### config.mk
export PLATFORM = sky130hd
export DESIGN_NAME = step_detector_magnitude_debounce_flat
export DESIGN_NICKNAME = d
export VERILOG_FILES = /design/src/rtl/core/sdm_pkg.sv /design/src/rtl/core/sdm_in_if.sv /design/src/rtl/core/sdm_out_if.sv /design/src/rtl/core/sdm_lane.sv /design/src/rtl/core/sdm_isqrt.sv /design/src/rtl/core/step_detector_magnitude_debounce.sv /design/src/flat_wrapper.sv
export SDC_FILE = /design/constraint.sdc
export NUM_CORES = 1
export LEC_CHECK = 0
export ABC_AREA = 1
export BUFFER_PORTS_ARGS = -buffer_cell sky130_fd_sc_hd__buf_2
export CAP_MARGIN = 15
export CORE_MARGIN = 8
export CORE_UTILIZATION = 50
export DETAILED_ROUTE_END_ITERATION = 10
export GPL_TIMING_DRIVEN = 0
export PLACE_DENSITY = 0.7
export SETUP_SLACK_MARGIN = 0.05
export SLEW_MARGIN = 20
export SYNTH_ARGS = -nofsm -noshare
export SYNTH_HDL_FRONTEND = slang
export SYNTH_SLANG_ARGS = --single-unit
### constraint.sdc
create_clock -name clk -period 5.75 [get_ports clk]
set_clock_uncertainty 0.2 [all_clocks]
set_input_delay 0.2875 -clock clk [delete_from_list [all_inputs] [get_ports clk]]
set_output_delay 0.2875 -clock clk [all_outputs]
set_load 0.01 [all_outputs]
### src/rtl/core/sdm_pkg.sv
// Shared widths, register codes and reset values for the step detector.
package sdm_pkg;

  localparam int AXIS_W  = 10;
  localparam int SQ_W    = 19;
  localparam int SUM_W   = 20;
  localparam int MAG_W   = 10;
  localparam int TIME_W  = 32;
  localparam int CNT_W   = 32;
  localparam int ADD_W   = 2;
  localparam int THR_W   = 10;
  localparam int DEB_W   = 16;
  localparam int CFG_AW  = 3;
  localparam int CFG_DW  = 32;

  // Register index, taken from paddr[2]
  localparam logic REG_THRESHOLD = 1'b0;
  localparam logic REG_DEBOUNCE  = 1'b1;

  localparam logic MODE_SAMPLE = 1'b0;
  localparam logic MODE_PULSE  = 1'b1;

  localparam logic [THR_W-1:0] THRESHOLD_RST = THR_W'(26);
  localparam logic [DEB_W-1:0] DEBOUNCE_RST  = DEB_W'(500);

  typedef logic signed [AXIS_W-1:0] axis_t;
  typedef logic [SQ_W-1:0]          square_t;
  typedef logic [MAG_W-1:0]         mag_t;

endpackage

### src/rtl/core/sdm_in_if.sv
// Input channel: accelerometer samples and step-interrupt pulses.
interface sdm_in_if import sdm_pkg::*; ();
  logic                valid;
  logic                ready;
  logic                mode;
  logic [TIME_W-1:0]   time_ms;
  axis_t               accel_x;
  axis_t               accel_y;
  axis_t               accel_z;

  modport source (output valid, mode, time_ms, accel_x, accel_y, accel_z, input ready);
  modport sink   (input valid, mode, time_ms, accel_x, accel_y, accel_z, output ready);
endinterface

### src/rtl/core/sdm_out_if.sv
// Result channel: steps added, running total and magnitude.
interface sdm_out_if import sdm_pkg::*; ();
  logic               valid;
  logic               ready;
  logic [ADD_W-1:0]   steps_added;
  logic [CNT_W-1:0]   step_total;
  mag_t               magnitude;

  modport source (output valid, steps_added, step_total, magnitude, input ready);
  modport sink   (input valid, steps_added, step_total, magnitude, output ready);
endinterface

### src/rtl/core/sdm_lane.sv
// One axis lane: registered square of a signed acceleration component.
module sdm_lane import sdm_pkg::*; (
  input  logic    clk,
  input  logic    load,
  input  axis_t   axis,
  output square_t square
);

  logic signed [2*AXIS_W-1:0] prod;
  square_t                    square_r;

  assign prod   = (2*AXIS_W)'(axis) * (2*AXIS_W)'(axis);
  assign square = square_r;

  always_ff @(posedge clk) begin
    if (load) begin
      square_r <= prod[SQ_W-1:0];
    end
  end

endmodule

### src/rtl/core/sdm_isqrt.sv
// Bit-serial floor square root, one result bit per cycle.
module sdm_isqrt import sdm_pkg::*; (
  input  logic             clk,
  input  logic             rst_n,
  input  logic             start,
  input  logic [SUM_W-1:0] radicand,
  output logic             done,
  output mag_t             root
);

  localparam int REM_W  = MAG_W + 2;
  localparam int WORK_W = REM_W + 2;
  localparam int CNT_B  = $clog2(MAG_W);

  logic [SUM_W-1:0]  rad_r;
  logic [REM_W-1:0]  rem_r;
  mag_t              root_r;
  logic [CNT_B-1:0]  cnt_r;
  logic              busy_r;
  logic              done_r;

  logic [WORK_W-1:0] rem_w;
  logic [WORK_W-1:0] trial;
  logic              fits;

  // Bring down the next two radicand bits and try root*4+1
  assign rem_w = {rem_r, rad_r[SUM_W-1 -: 2]};
  assign trial = {{(WORK_W-MAG_W-2){1'b0}}, root_r, 2'b01};
  assign fits  = (rem_w >= trial);

  assign done = done_r;
  assign root = root_r;

  always_ff @(posedge clk) begin
    if (!rst_n) begin
      busy_r <= 1'b0;
      done_r <= 1'b0;
      cnt_r  <= '0;
    end else begin
      done_r <= 1'b0;
      if (start) begin
        busy_r <= 1'b1;
        cnt_r  <= CNT_B'(MAG_W - 1);
      end else if (busy_r) begin
        cnt_r <= cnt_r - CNT_B'(1);
        if (cnt_r == '0) begin
          busy_r <= 1'b0;
          done_r <= 1'b1;
        end
      end
    end
  end

  always_ff @(posedge clk) begin
    if (start) begin
      rad_r  <= radicand;
      rem_r  <= '0;
      root_r <= '0;
    end else if (busy_r) begin
      rad_r  <= {rad_r[SUM_W-3:0], 2'b00};
      rem_r  <= fits ? REM_W'(rem_w - trial) : rem_w[REM_W-1:0];
      root_r <= {root_r[MAG_W-2:0], fits};
    end
  end

endmodule

### src/rtl/core/step_detector_magnitude_debounce.sv
// Pedometer top: axis lanes, serial root, step decision and APB registers.
//
//   channel   dir   handshake      word
//   in_if     in    valid/ready    mode, time_ms, accel_x/y/z
//   out_if    out   valid/ready    steps_added, step_total, magnitude
//   apb       in    psel/penable   step_threshold (0x0), debounce_ms (0x4)
//
// A sample goes through these steps from acceptance to result: squares register
// at acceptance, ST_SUM sums and loads the root unit, ten root iterations, the
// root is handed over, and ST_FIN decides. A pulse goes straight to ST_FIN.
// One item is in flight at a time; the next is accepted the cycle after a result.
// rst_n is synchronous; it clears the registers, the step state and flags.
// A result held by a stalled out_if blocks only the final step of the next item.
module step_detector_magnitude_debounce import sdm_pkg::*; (
  input  logic              clk,
  input  logic              rst_n,
  sdm_in_if.sink            in_if,
  sdm_out_if.source         out_if,
  input  logic              psel,
  input  logic              penable,
  input  logic              pwrite,
  input  logic [CFG_AW-1:0] paddr,
  input  logic [CFG_DW-1:0] pwdata,
  output logic [CFG_DW-1:0] prdata,
  output logic              pready
);

  localparam logic [1:0] ST_IDLE = 2'd0;
  localparam logic [1:0] ST_SUM  = 2'd1;
  localparam logic [1:0] ST_ROOT = 2'd2;
  localparam logic [1:0] ST_FIN  = 2'd3;

  logic [1:0]        state_r, state_nxt;

  logic [THR_W-1:0]  thr_r;
  logic [DEB_W-1:0]  deb_r;

  logic              mode_r;
  logic [TIME_W-1:0] time_r;

  mag_t              prev_mag_r, prev_mag_nxt;
  logic              primed_r, primed_nxt;
  logic              pend_r, pend_nxt;
  logic [TIME_W-1:0] last_pulse_r, last_pulse_nxt;
  logic [TIME_W-1:0] last_mag_r, last_mag_nxt;
  logic [CNT_W-1:0]  cnt_r, cnt_nxt;

  logic              out_valid_r;
  logic [ADD_W-1:0]  out_added_r, out_added_nxt;
  logic [CNT_W-1:0]  out_total_r;
  mag_t              out_mag_r, out_mag_nxt;

  logic              in_fire, fin_fire, cfg_wr;
  square_t           sq_x, sq_y, sq_z;
  logic [SUM_W-1:0]  sum;
  logic              root_start, root_done;
  mag_t              root;
  mag_t              mag_diff;
  logic [TIME_W-1:0] pulse_gap, mag_gap;
  logic              mag_step;

  assign in_fire  = in_if.valid && in_if.ready;
  assign fin_fire = (state_r == ST_FIN) && (!out_valid_r || out_if.ready);
  assign cfg_wr   = psel && penable && pwrite && pready;

  assign in_if.ready        = (state_r == ST_IDLE);
  assign out_if.valid       = out_valid_r;
  assign out_if.steps_added = out_added_r;
  assign out_if.step_total  = out_total_r;
  assign out_if.magnitude   = out_mag_r;

  assign pready = 1'b1;
  assign prdata = (paddr[2] == REG_THRESHOLD) ? {{(CFG_DW-THR_W){1'b0}}, thr_r}
                                              : {{(CFG_DW-DEB_W){1'b0}}, deb_r};

  sdm_lane u_lane_x (.clk(clk), .load(in_fire), .axis(in_if.accel_x), .square(sq_x));
  sdm_lane u_lane_y (.clk(clk), .load(in_fire), .axis(in_if.accel_y), .square(sq_y));
  sdm_lane u_lane_z (.clk(clk), .load(in_fire), .axis(in_if.accel_z), .square(sq_z));

  // Merge the lanes into the radicand
  assign sum        = SUM_W'(sq_x) + SUM_W'(sq_y) + SUM_W'(sq_z);
  assign root_start = (state_r == ST_SUM);

  sdm_isqrt u_isqrt (
    .clk      (clk),
    .rst_n    (rst_n),
    .start    (root_start),
    .radicand (sum),
    .done     (root_done),
    .root     (root)
  );

  assign mag_diff  = (root > prev_mag_r) ? (root - prev_mag_r) : (prev_mag_r - root);
  assign pulse_gap = time_r - last_pulse_r;
  assign mag_gap   = time_r - last_mag_r;
  assign mag_step  = primed_r && (mag_diff > thr_r)
                     && (mag_gap >= {{(TIME_W-DEB_W){1'b0}}, deb_r});

  always_comb begin
    state_nxt = state_r;
    case (state_r)
      ST_IDLE: begin
        if (in_fire) begin
          state_nxt = (in_if.mode == MODE_PULSE) ? ST_FIN : ST_SUM;
        end
      end
      ST_SUM:  state_nxt = ST_ROOT;
      ST_ROOT: begin
        if (root_done) begin
          state_nxt = ST_FIN;
        end
      end
      ST_FIN: begin
        if (fin_fire) begin
          state_nxt = ST_IDLE;
        end
      end
      default: state_nxt = ST_IDLE;
    endcase
  end

  always_comb begin
    prev_mag_nxt   = prev_mag_r;
    primed_nxt     = primed_r;
    pend_nxt       = pend_r;
    last_pulse_nxt = last_pulse_r;
    last_mag_nxt   = last_mag_r;
    out_added_nxt  = '0;
    out_mag_nxt    = '0;
    if (mode_r == MODE_PULSE) begin
      if (pulse_gap >= {{(TIME_W-DEB_W){1'b0}}, deb_r}) begin
        pend_nxt       = 1'b1;
        last_pulse_nxt = time_r;
      end
    end else begin
      out_added_nxt = {1'b0, pend_r} + {1'b0, mag_step};
      out_mag_nxt   = root;
      pend_nxt      = 1'b0;
      prev_mag_nxt  = root;
      primed_nxt    = 1'b1;
      if (mag_step) begin
        last_mag_nxt = time_r;
      end
    end
    cnt_nxt = cnt_r + {{(CNT_W-ADD_W){1'b0}}, out_added_nxt};
  end

  always_ff @(posedge clk) begin
    if (!rst_n) begin
      state_r      <= ST_IDLE;
      thr_r        <= THRESHOLD_RST;
      deb_r        <= DEBOUNCE_RST;
      prev_mag_r   <= '0;
      primed_r     <= 1'b0;
      pend_r       <= 1'b0;
      last_pulse_r <= '0;
      last_mag_r   <= '0;
      cnt_r        <= '0;
      out_valid_r  <= 1'b0;
    end else begin
      state_r <= state_nxt;
      if (cfg_wr) begin
        if (paddr[2] == REG_THRESHOLD) begin
          thr_r <= pwdata[THR_W-1:0];
        end else begin
          deb_r <= pwdata[DEB_W-1:0];
        end
      end
      if (fin_fire) begin
        prev_mag_r   <= prev_mag_nxt;
        primed_r     <= primed_nxt;
        pend_r       <= pend_nxt;
        last_pulse_r <= last_pulse_nxt;
        last_mag_r   <= last_mag_nxt;
        cnt_r        <= cnt_nxt;
        out_valid_r  <= 1'b1;
      end else if (out_if.ready) begin
        out_valid_r <= 1'b0;
      end
    end
  end

  // Hold the item and the result word; no reset needed
  always_ff @(posedge clk) begin
    if (in_fire) begin
      mode_r <= in_if.mode;
      time_r <= in_if.time_ms;
    end
    if (fin_fire) begin
      out_added_r <= out_added_nxt;
      out_total_r <= cnt_nxt;
      out_mag_r   <= out_mag_nxt;
    end
  end

  a_accept_busy: assert property (@(posedge clk) disable iff (!rst_n)
    in_fire |=> (state_r != ST_IDLE))
    else $error("accepted word did not leave idle");

  a_root_in_root: assert property (@(posedge clk) disable iff (!rst_n)
    root_done |-> (state_r == ST_ROOT))
    else $error("root finished outside root state");

  a_added_range: assert property (@(posedge clk) disable iff (!rst_n)
    out_valid_r |-> (out_added_r != 2'd3))
    else $error("steps added out of range");

  a_pend_cleared: assert property (@(posedge clk) disable iff (!rst_n)
    (fin_fire && (mode_r == MODE_SAMPLE)) |=> !pend_r)
    else $error("pending pulse survived a sample");

  a_pulse_no_mag: assert property (@(posedge clk) disable iff (!rst_n)
    (fin_fire && (mode_r == MODE_PULSE)) |=> (out_mag_r == '0 && out_added_r == '0))
    else $error("pulse result carries steps or magnitude");

endmodule
### src/flat_wrapper.sv
// flat-port wrapper written by rule: the top's interface ports become plain ports
module step_detector_magnitude_debounce_flat import sdm_pkg::*;
  (clk, rst_n, psel, penable, pwrite, paddr, pwdata, prdata, pready, in_if_valid, in_if_mode, in_if_time_ms, in_if_accel_x, in_if_accel_y, in_if_accel_z, in_if_ready, out_if_valid, out_if_steps_added, out_if_step_total, out_if_magnitude, out_if_ready);
  sdm_in_if in_if_i ();
  sdm_out_if out_if_i ();
  input  logic clk;
  input  logic rst_n;
  input  logic psel;
  input  logic penable;
  input  logic pwrite;
  input  logic [CFG_AW-1:0] paddr;
  input  logic [CFG_DW-1:0] pwdata;
  output logic [CFG_DW-1:0] prdata;
  output logic pready;
  input wire logic [$bits(in_if_i.valid)-1:0] in_if_valid;
  input wire logic [$bits(in_if_i.mode)-1:0] in_if_mode;
  input wire logic [$bits(in_if_i.time_ms)-1:0] in_if_time_ms;
  input wire logic [$bits(in_if_i.accel_x)-1:0] in_if_accel_x;
  input wire logic [$bits(in_if_i.accel_y)-1:0] in_if_accel_y;
  input wire logic [$bits(in_if_i.accel_z)-1:0] in_if_accel_z;
  output wire logic [$bits(in_if_i.ready)-1:0] in_if_ready;
  output wire logic [$bits(out_if_i.valid)-1:0] out_if_valid;
  output wire logic [$bits(out_if_i.steps_added)-1:0] out_if_steps_added;
  output wire logic [$bits(out_if_i.step_total)-1:0] out_if_step_total;
  output wire logic [$bits(out_if_i.magnitude)-1:0] out_if_magnitude;
  input wire logic [$bits(out_if_i.ready)-1:0] out_if_ready;
  assign in_if_i.valid = in_if_valid;
  assign in_if_i.mode = in_if_mode;
  assign in_if_i.time_ms = in_if_time_ms;
  assign in_if_i.accel_x = in_if_accel_x;
  assign in_if_i.accel_y = in_if_accel_y;
  assign in_if_i.accel_z = in_if_accel_z;
  assign in_if_ready = in_if_i.ready;
  assign out_if_valid = out_if_i.valid;
  assign out_if_steps_added = out_if_i.steps_added;
  assign out_if_step_total = out_if_i.step_total;
  assign out_if_magnitude = out_if_i.magnitude;
  assign out_if_i.ready = out_if_ready;
  step_detector_magnitude_debounce u_core (.clk(clk), .rst_n(rst_n), .in_if(in_if_i), .out_if(out_if_i), .psel(psel), .penable(penable), .pwrite(pwrite), .paddr(paddr), .pwdata(pwdata), .prdata(prdata), .pready(pready));
endmodule
; Word level (Yosys, flattened, before mapping)
; Cells that the tools add are included.
; Widths: inputs -> output; s select.
[totals]
wordCells = 96
output_inout_bits = 79
regBits = 319
in_bits = 105
[op_classes]
mul = 3
add_sub_neg = 10
n_bitwise = 4
eq_ne = 7
muxes = 21
order_cmp = 5
reduce_logical = 21
[ops]
columns = operator, n
row1 = $ge 32x16->1, 2
row2 = $sub 32x32->32, 2
row3 = $mul 10x10->19, 3
row4 = $mux 20, 2
row5 = $add 32x2->32, 1
row6 = $add 19x19->20, 1
row7 = $add 20x19->20, 1
row8 = $gt 10x10->1, 2
row9 = $sub 10x10->10, 2
row10 = $mux 16, 1
row11 = $ge 14x12->1, 1
row12 = $mux 12, 1
row13 = $sub 12x12->12, 1
row14 = $mux 10, 1
row15 = $mux 2, 5
row16 = $reduce_and 3->1, 3
row17 = $mux 1, 8
row18 = $mux 4, 2
row19 = $pmux 2 s4, 1
row20 = $reduce_and 2->1, 4
row21 = $logic_and 1x1->1, 6
row22 = $ne 2x2->1 const B, 3
row23 = $eq 2x2->1 const B, 2
row24 = $logic_not 4->1, 1
row25 = other kinds (11), 15

; Depth between registers and ports, before layout
; Gate-level depths: netlist of the first run.
[logic_depth]
ltp_word = 8
depth_mapped = 41

; By module
; From an unflattened synthesis of the first run, not the netlist that was laid out.
[hier_totals]
cells_unflattened = 4516
area_unflattened_um2 = 32570.0
[by_module_without_submodules]
columns = mod, instances, seq_area_each_um2, area_each_um2, cells_per_inst
row1 = step_detector_magnitude_debounce, 1, 5054.8, 17126.4, 2558
row2 = sdm_lane at u_core.u_lane_y, 1, 540.5, 4256.6, 528
row3 = sdm_lane at u_core.u_lane_z, 1, 540.5, 4256.6, 526
row4 = sdm_lane at u_core.u_lane_x, 1, 540.5, 4229.1, 527
row5 = sdm_isqrt, 1, 1161.1, 2701.3, 377

; Worst setup path after synthesis of the first run
; Ideal clock, no wire load.
[synth_path]
kind = register to register
start = register u_core.u_isqrt.root_r[0], in the netlist u_core.u_isqrt.root[0]
end = register u_core.out_total_r[30], in the netlist u_core.out_if.step_total[30] (data pin)
path_buffers = 1
setup_slack_ps = -88
stages_incl_launch_ff = 37
arrival_time_ps = 5375
setup_ps = 263
path_cell_list = dfxtp_1 -> inv_1 -> ha_1 -> inv_1 -> fa_1 -> a21oi_1 -> nor2_1 -> nor3_1 -> o21ai_0 -> nand2_1 -> buf_2 -> mux2i_1 -> xor2_1 -> ha_1 -> a21oi_1 -> nor2_1 -> a211oi_1 -> o211ai_1 -> nand3_1 -> a21oi_1 -> ha_1 -> inv_1 -> nor2_1 -> ha_1 -> inv_1 -> fa_1 -> nor3_4 -> nand2_2 -> nor3_4 -> inv_2 -> nor2_2 -> nand2_1 -> inv_2 -> nand3_1 -> nor3_1 -> nand2_1 -> xor2_1
[synth_between]
elab_chain_len = 8
[synth_lines]
columns = item, line
row1 = "start, declared", sdm_isqrt.sv:17  ; mag_t root_r;
row2 = "start signal, assigned", sdm_isqrt.sv:62  ; root_r <= {root_r[MAG_W-2:0], fits};
row3 = $sub 10x10->10 / $gt 10x10->1 (equally long branches), step_detector_magnitude_debounce.sv:93  ; assign mag_diff = (root > prev_mag_r) ? (root - prev_mag_r) : (prev_mag_r - root);
row4 = $mux 10 (*), step_detector_magnitude_debounce.sv:93
row5 = $gt 10x10->1 (*), step_detector_magnitude_debounce.sv:96  ; assign mag_step = primed_r && (mag_diff > thr_r)
row6 = $logic_and 1x1->1 (*), step_detector_magnitude_debounce.sv:96
row7 = $logic_and 1x1->1 (*), step_detector_magnitude_debounce.sv:97  ; && (mag_gap >= {{(TIME_W-DEB_W){1'b0}}, deb_r});
row8 = $add 1x1->2 (*), step_detector_magnitude_debounce.sv:136  ; out_added_nxt = {1'b0, pend_r} + {1'b0, mag_step};
row9 = $mux 2 (*), step_detector_magnitude_debounce.sv:130  ; if (mode_r == MODE_PULSE) begin
row10 = net u_core.out_added_nxt[0], step_detector_magnitude_debounce.sv:49  ; logic [ADD_W-1:0] out_added_r, out_added_nxt;
row11 = $add 32x2->32 (*), step_detector_magnitude_debounce.sv:145  ; cnt_nxt = cnt_r + {{(CNT_W-ADD_W){1'b0}}, out_added_nxt};
row12 = net u_core.cnt_nxt[30], step_detector_magnitude_debounce.sv:46  ; logic [CNT_W-1:0] cnt_r, cnt_nxt;
row13 = "end signal, assigned", step_detector_magnitude_debounce.sv:191  ; out_total_r <= cnt_nxt;
row14 = "end, declared", step_detector_magnitude_debounce.sv:50  ; logic [CNT_W-1:0] out_total_r;
; Mark *: on every way through the listed nets, which the timed path passes. The rest lies on a longest branch.
; A chain may end at the register's enable or synchronous reset.

; Final worst setup path of the first run
[layout_path]
start = register u_core.u_isqrt.root_r[0], in the netlist u_core.u_isqrt.root[0]
end = register u_core.cnt_r[30]
[layout_between]
elab_chain_len = 8
[layout_lines]
columns = item, line
row1 = $sub 10x10->10 / $gt 10x10->1 (equally long branches), step_detector_magnitude_debounce.sv:93
row2 = $mux 10 (*), step_detector_magnitude_debounce.sv:93
row3 = $gt 10x10->1 (*), step_detector_magnitude_debounce.sv:96
row4 = $logic_and 1x1->1 (*), step_detector_magnitude_debounce.sv:96
row5 = $logic_and 1x1->1 (*), step_detector_magnitude_debounce.sv:97
row6 = $add 1x1->2 (*), step_detector_magnitude_debounce.sv:136
row7 = $mux 2 (*), step_detector_magnitude_debounce.sv:130
row8 = net u_core.out_added_nxt[0], step_detector_magnitude_debounce.sv:49
row9 = $add 32x2->32 (*), step_detector_magnitude_debounce.sv:145
row10 = net u_core.cnt_nxt[30], step_detector_magnitude_debounce.sv:46
row11 = "end signal, assigned", step_detector_magnitude_debounce.sv:175  ; cnt_r <= cnt_nxt;
row12 = "end, declared", step_detector_magnitude_debounce.sv:46
; Marks and branches as above.

==> results of run 1 <==
-- cells in the mapped netlist (all sizes together) --
cell / count / share of area
and2: 3 / 0.00061
and3: 2 / 0.00041
a21boi: 7 / 0.0017
a21o: 10 / 0.0024
a21oi: 205 / 0.034
nand3b: 6 / 0.0015
a211oi: 9 / 0.0022
mux2i: 3 / 0.00098
a221oi: 1 / 0.00029
or2: 7 / 0.0014
inv: 904 / 0.11
conb: 2 / 0.00024
nor3: 40 / 0.0083
o21ai: 168 / 0.027
fa: 252 / 0.16
o32ai: 2 / 0.00057
nor4: 6 / 0.0014
o221ai: 6 / 0.0017
xnor2: 48 / 0.014
a22o: 3 / 0.00086
buf: 36 / 0.0097
nor2: 293 / 0.037
nand2: 935 / 0.12
ha: 296 / 0.12
clkinv: 22 / 0.0027
xor2: 115 / 0.033
a31oi: 8 / 0.0016
o21bai: 8 / 0.0020
o31ai: 5 / 0.0012
o211ai: 2 / 0.00049
o41ai: 1 / 0.00029
nand3: 101 / 0.017
o21a: 2 / 0.00049
edfxtp: 151 / 0.15
o22ai: 10 / 0.0020
clkbuf: 78 / 0.0095
o2111ai: 1 / 0.00029
nand4: 84 / 0.017
nor3b: 1 / 0.00024
dfxtp: 165 / 0.11
-- sequential cells by signal, indices dropped and copies added (netlist names), 4 cells and up --
signal and count:
u_core.cnt_r 32, u_core.deb_r 16, u_core.last_mag_r 32, u_core.last_pulse_r 32
u_core.out_if.magnitude 10, u_core.out_if.step_total 32, u_core.prev_mag_r 10, u_core.thr_r 10
u_core.time_r 32, u_core.u_isqrt.cnt_r 4, u_core.u_isqrt.rad_r 20, u_core.u_isqrt.rem_r 12
u_core.u_isqrt.root 10, u_core.u_lane_x.square 18, u_core.u_lane_y.square 18, u_core.u_lane_z.square 18
-- power groups by stage --
stage / Sequential, uW / Clock, uW / Combinational, uW
CTS: 3600 / 2410 / 10600
global placement: 3660 / 0 / 10200
detailed placement: 3640 / 0 / 10400
finish: 3610 / 2360 / 10800
global route: 3660 / 2500 / 12400
floorplan: 3540 / 0 / 8180
-- cell families after synthesis --
logic type	Yosys count	share of synthesized area
simple gates	1478	0.201
buf+inv	1040	0.132
fa+ha+maj	548	0.285
compound gates	448	0.0792
flops	316	0.255
xor+xnor	163	0.0465
mux	3	0.000977
other cells	2	0.000244
-- routing by layer --
metal	track usage	share of wire	vias up
met5	0	0	-
met4	0.0657	0.031	0
met3	0.0279	0.054	136
met2	0.381	0.48	622
met1	0.276	0.43	11621
li1	-	-	12881
-- per-stage QoR --
| stage | setup TNS (ps) | instances |
|---|---|---|
| 3_5_place_dp | -28670 | 4947 |
| 3_3_place_gp | -28920 | 4945 |
| 6_report | -6100 | 5099 |
| 4_1_cts | -3720 | 5091 |
| 2_1_floorplan | 0 | 4016 |
| 5_1_grt | -18260 | 5099 |
-- layout make-up --
cell class,instances,area (um^2)
fill,5728,26100
multi-input combinational,2660,19400
sequential,316,7850
inverter,926,3480
timing repair buffer,232,1610
clock buffer,49,1030
tap,790,988
buffer,108,581
clock inverter,18,169
-- worst max-delay path by stage --
stage,startpoint,to,slack [ps],cells after the start
2_1_floorplan,u_core.u_isqrt.root[0],u_core.out_if.step_total[30],60,36
6_report,u_core.u_isqrt.root[0],u_core.cnt_r[30],-360,38
5_1_grt,u_core.u_isqrt.root[0],u_core.cnt_r[30],-720,38
3_3_place_gp,u_core.u_isqrt.root[0],u_core.cnt_r[30],-1080,38
4_1_cts,u_core.u_isqrt.root[0],u_core.cnt_r[30],-290,38
3_5_place_dp,u_core.u_isqrt.root[0],u_core.cnt_r[30],-1070,38
-- timing repair --
item                                    4_1_cts  5_1_grt
endpoints found under the setup margin       53       61
pin swaps                                    17       30
hold buffers                                 54        0
hold endpoints to repair                     65        0
gates cloned                                  0        1
setup buffers                                23       15
resized for setup                            67       62
==> results by group, run 1 <==
Routing
  • DR pass1 iterations: 5
  • Initial DRC Count: 1700
  • Vias: 25260
  • Number of remaining DRC errors: 0
  • Routed len/inst: 15.0 um
  • Final wirelength: 76.5 mm
  • Antenna Violating Nets Remaining: 0
  • Drt via density: 4.95

Status
  • Failing checks: setup timing
  • Status: finished with violations

Clocking
  • Longest Clk Path Bufs: 3
  • CTS tree: yes
  • Worst skew pair latency: 550 ps
  • CTS buffer count: 37
  • Htree depth: 2
  • Clk slew on worst S/H paths: 60 ps
  • Root Driver: clkbuf_16
  • CTS Sinks: 316

Placed design
  • HPWL Detailed: 61.1 mm
  • RePlAce Congestion: 0.922
  • Setup WS pre-CTS: -1070 ps
  • Port bufs: 139
  • Placed cell area: 0.0326 mm^2

Synthesis
  • Post-synthesis sequential area ratio: 0.255
  • Cell count after synthesis: 3998
  • Mean Syn Cell Area: 7.69 um^2
  • Synth Cell Area: 0.0307 mm^2
  • #FFs+latches synth: 316
  • Warnings from Yosys: 0
  • Cell variety after synth: 57

Final layout
  • Final Instance Area: 0.0351 mm^2
  • Commonest non-fill, non-tap cell in the layout: nand2_1
  • Layout cell share with drive strength beyond 1: 0.0989
  • Most frequent cells in the layout: 902 x nand2_1, 877 x inv_1, 284 x ha_1
  • Diodes inserted: 0
  • Final Net Count: 4934
  • Fin util: 0.573
  • P&R area growth vs syn: 14.3%

STA
  • Final Worst Setup Slack: -360 ps
  • Final setup violation count: 34
  • RSZ-0062 raised after global routing: yes
  • Tmin final: 6110 ps
  • Final Max Slew Viols: 0
  • Fmax: 0.164 GHz
  • Max-slew headroom: 0.376
  • Hold Vio Cnt, Final: 0
  • Period utilization: 1.06
  • Slew @ Worst Pin: 936 ps
  • Hold WS: 6.21 ps

Global routing
  • GRT Resource Usage Total: 0.217
  • Number of global-route vias before repair: 25480
  • Largest net degree at the start of global routing: 55
  • Grt ovf: 0
  • Initial antenna violation count: 0
  • First-pass GRT wire length: 125 mm

Die
  • Initial Util: 0.502
  • I/O pin cnt: 184
  • Chip height: 264 um
  • Die area: 0.0696 mm^2
  • Core Footprint: 0.0613 mm^2
  • Rows: 91
  • Die X: 264 um

Worst setup path
  • Worst Path Buf+Inv: 8
  • Reg-to-reg endpoint: u_core.cnt_r[30]
  • CP peak stage delay: 420 ps
  • Worst Path Max Fanout: 8
  • Worst endpoint required time: 6000 ps
  • Crit Path Class: register to register
  • Cell count of the worst reg-to-reg path: 38
  • Crit path capture type: register
  • Crit path max-delay family: simple AND/OR/NAND/NOR gates
  • R2R Setup Slk: -360 ps
  • Worst R2R Start: u_core.u_isqrt.root[0]
  • Data arrival, critical path: 6360 ps
  • Top cell by count, worst path: inv_2
  • Worst path slowest cell: fa_2
  • Critical path launch point type: register

Power
  • Switching share of power: 0.462
  • Pleak: 0.0186 uW
  • Power per cell area: 477 mW/mm^2
  • Flop pwr share: 0.215
  • Tot Pwr: 16800 uW
  • Internal: 9010 uW
  • Clk pwr share: 0.141
  • Switching power: 7750 uW
  • Max VDD drop: 0.000346 V
  • Combinational fraction of design power: 0.644

Worst hold path
  • Hold EP: u_core.u_lane_y.square[2]
  • Worst hold stages: 2
  • Worst min path class: primary input to register
  • Hold Crit Start: in_if_accel_y[0]

Run
  • Max-Cap Viols: 0
No activity file was read; power rests on OpenSTA's default activity.
==> run 2, diff against run 1 <==
--- a/config.mk
+++ b/config.mk
@@ -12,7 +12,7 @@
 export CORE_UTILIZATION = 50
 export DETAILED_ROUTE_END_ITERATION = 10
 export GPL_TIMING_DRIVEN = 0
-export PLACE_DENSITY = 0.7
+export PLACE_DENSITY = 0.68
 export SETUP_SLACK_MARGIN = 0.05
 export SLEW_MARGIN = 20
 export SYNTH_ARGS = -nofsm -noshare
==> run 2 against run 1 <==
  * The run still ends with setup timing left
  * Via count shrank 0.20%
  * Total power rose by 0.35%
  * Register-to-register slack improved by 120 ps
  * Critical path type unchanged
  * Critical endpoint unchanged
  * Largest cell class unchanged
  * Largest power group unchanged
==> results by group, run 2 (same netlist as run 1, synthesis figures left out) <==
Clocking
  • Clk slew on worst S/H paths: 60 ps (about the same)
  • Htree depth: 2 (unchanged)
  • CTS Sinks: 316 (unchanged)
  • Longest Clk Path Bufs: 3 (unchanged)
  • Root Driver: clkbuf_16
  • CTS buffer count: 37 (unchanged)
  • Worst skew pair latency: 560 ps (about the same)
  • CTS tree: yes

Final layout
  • Commonest non-fill, non-tap cell in the layout: nand2_1
  • Fill count: 5650 (-1.4%)
  • Multi-input gate area: 0.0193 mm^2 (-0.50%)
  • Layout cell share with drive strength beyond 1: 0.0960 (-0.00287)
  • Final std cells w/o fill: 5105 (+0.12%)
  • Final Net Count: 4938 (+0.081%)
  • P&R area growth vs syn: 14.4% (about the same)
  • Most frequent cells in the layout: 900 x nand2_1, 878 x inv_1, 288 x ha_1
  • Register area: 0.00784 mm^2 (about the same)

Worst hold path
  • Hold EP: u_core.u_lane_y.square[2]
  • Worst min path class: primary input to register
  • Hold Crit Start: in_if_accel_y[0]
  • Worst hold stages: 2 (unchanged)

Status
  • Failing checks: setup timing
  • Status: finished with violations

Die
  • Initial Util: 0.502 (unchanged)
  • Rows: 91 (unchanged)
  • Die area: 0.0696 mm^2 (unchanged)
  • Chip height: 264 um (unchanged)
  • Core Footprint: 0.0613 mm^2 (unchanged)
  • Die X: 264 um (unchanged)
  • I/O pin cnt: 184 (unchanged)

Power
  • Tot Pwr: 16800 uW (+0.35%)
  • Pleak: 0.0185 uW (about the same)
  • Power per cell area: 478 mW/mm^2 (+0.30%)
  • Max VDD drop: 0.000342 V (-1.3%)

Routing
  • DR pass1 iterations: 5 (unchanged)
  • Initial DRC Count: 1328 (-22%)
  • Number of remaining DRC errors: 0 (unchanged)
  • Antenna Violating Nets Remaining: 0 (unchanged)
  • Final wirelength: 76.0 mm (-0.65%)
  • Routed len/inst: 14.9 um (-0.77%)
  • Vias: 25210 (-0.20%)
  • Drt via density: 4.94 (-0.32%)

STA
  • Final Worst Setup Slack: -238 ps (+122 ps)
  • RSZ-0062 raised after global routing: yes
  • Max-slew headroom: 0.299 (-0.0768)
  • Tmin final: 5990 ps (-122 ps)
  • Setup TNS: -4540 ps (+1560 ps)
  • Slew @ Worst Pin: 1050 ps (+115 ps)
  • Final Max Slew Viols: 0 (unchanged)
  • Fmax: 0.167 GHz (+2.0%)
  • Period utilization: 1.04 (-0.0212)
  • Final setup violation count: 26 (-24%)
  • Hold Vio Cnt, Final: 0 (unchanged)

Worst setup path
  • Worst path slowest cell: fa_2
  • CP peak stage delay: 380 ps (-40 ps)
  • Data arrival, critical path: 6230 ps (-130 ps)
  • Worst R2R Start: u_core.u_isqrt.root[0]
  • R2R Setup Slk: -240 ps (+120 ps)
  • Crit path capture type: register
  • Crit Path Class: register to register
  • Worst endpoint required time: 5990 ps (about the same)
  • Reg-to-reg endpoint: u_core.cnt_r[30]
  • Cell count of the worst reg-to-reg path: 40 (+5.3%)
  • Worst Path Max Fanout: 8 (unchanged)
  • Critical path launch point type: register
  • Top cell by count, worst path: inv_2

Placed design
  • RePlAce Congestion: 0.952 (+3.2%)
  • Cells after DPL: 4947 (unchanged)
  • HPWL Detailed: 61.4 mm (+0.50%)
  • Port bufs: 139 (unchanged)

Run
  • Max-Cap Viols: 0 (unchanged)

Global routing
  • Number of global-route vias before repair: 25190 (-1.1%)
  • GRT Resource Usage Total: 0.217 (about the same)
  • Largest net degree at the start of global routing: 53 (-3.6%)
  • Grt ovf: 0 (unchanged)
  • Initial antenna violation count: 3 (+3)
  • First-pass GRT wire length: 125 mm (about the same)
run 2: metal layers:
metal | track usage | vias up | wire length, um
met3 | 0.0243 | 119 | 3240
met1 | 0.278 | 11655 | 33400
met2 | 0.378 | 519 | 36800
met5 | 0 | - | 0
met4 | 0.0725 | 0 | 2510
li1 | - | 12917 | -
run 2: timing repair:
item,4_1_cts,5_1_grt
endpoints found under the hold margin,64,0
gates resized for setup,73,48
gates cloned,1,0
hold buffers,53,0
buffers inserted,26,15
pin swaps,31,31
endpoints found under the setup margin,55,61
run 2: per-stage QoR:
step | cell area [um^2] | hold slack, ps | setup WS [ps] | utilization
after floorplan | 30800 | 186 | 59.6 | -
after global placement | 32500 | 240 | -1100 | 0.530
after detailed placement | 32500 | 246 | -1130 | 0.531
after CTS | 34900 | 18.3 | -329 | 0.570
after global routing | 35100 | 15.0 | -626 | 0.574
final | 35100 | 15.3 | -238 | 0.574
run 2: worst max-delay path by stage:
stage | start | end | slack, ps | cells after the start
after floorplan | u_core.u_isqrt.root[0] | u_core.out_if.step_total[30] | 60 | 36
after global placement | u_core.u_isqrt.root[0] | u_core.cnt_r[30] | -1100 | 38
after detailed placement | u_core.u_isqrt.root[0] | u_core.cnt_r[30] | -1130 | 38
after CTS | u_core.u_isqrt.root[0] | u_core.cnt_r[30] | -330 | 38
after global routing | u_core.u_isqrt.root[0] | u_core.cnt_r[30] | -630 | 38
final | u_core.u_isqrt.root[0] | u_core.cnt_r[30] | -240 | 40
run 2: worst max-delay path: cells and delay by family, from the launching register on:
kind / cells / cell delay (ps)
compound gates: 4 / 420
mux: 1 / 210
fa+ha+maj: 6 / 1660
xor+xnor: 2 / 260
flops: 1 / 320
buf+inv: 9 / 720
simple gates: 18 / 2090
run 2: final cells by class:
type	instances	area share
multi-input combinational	2660	0.550
sequential	316	0.223
inverter	926	0.0990
timing repair buffer	234	0.0459
clock buffer	45	0.0284
tap	790	0.0281
buffer	110	0.0167
clock inverter	22	0.00883
antenna	2	0.000142
run 2: power by group:
group	switching (uW)	total, uW	internal [uW]
registers	319	3600	3280
clock network	987	2550	1560
logic	6400	10700	4270
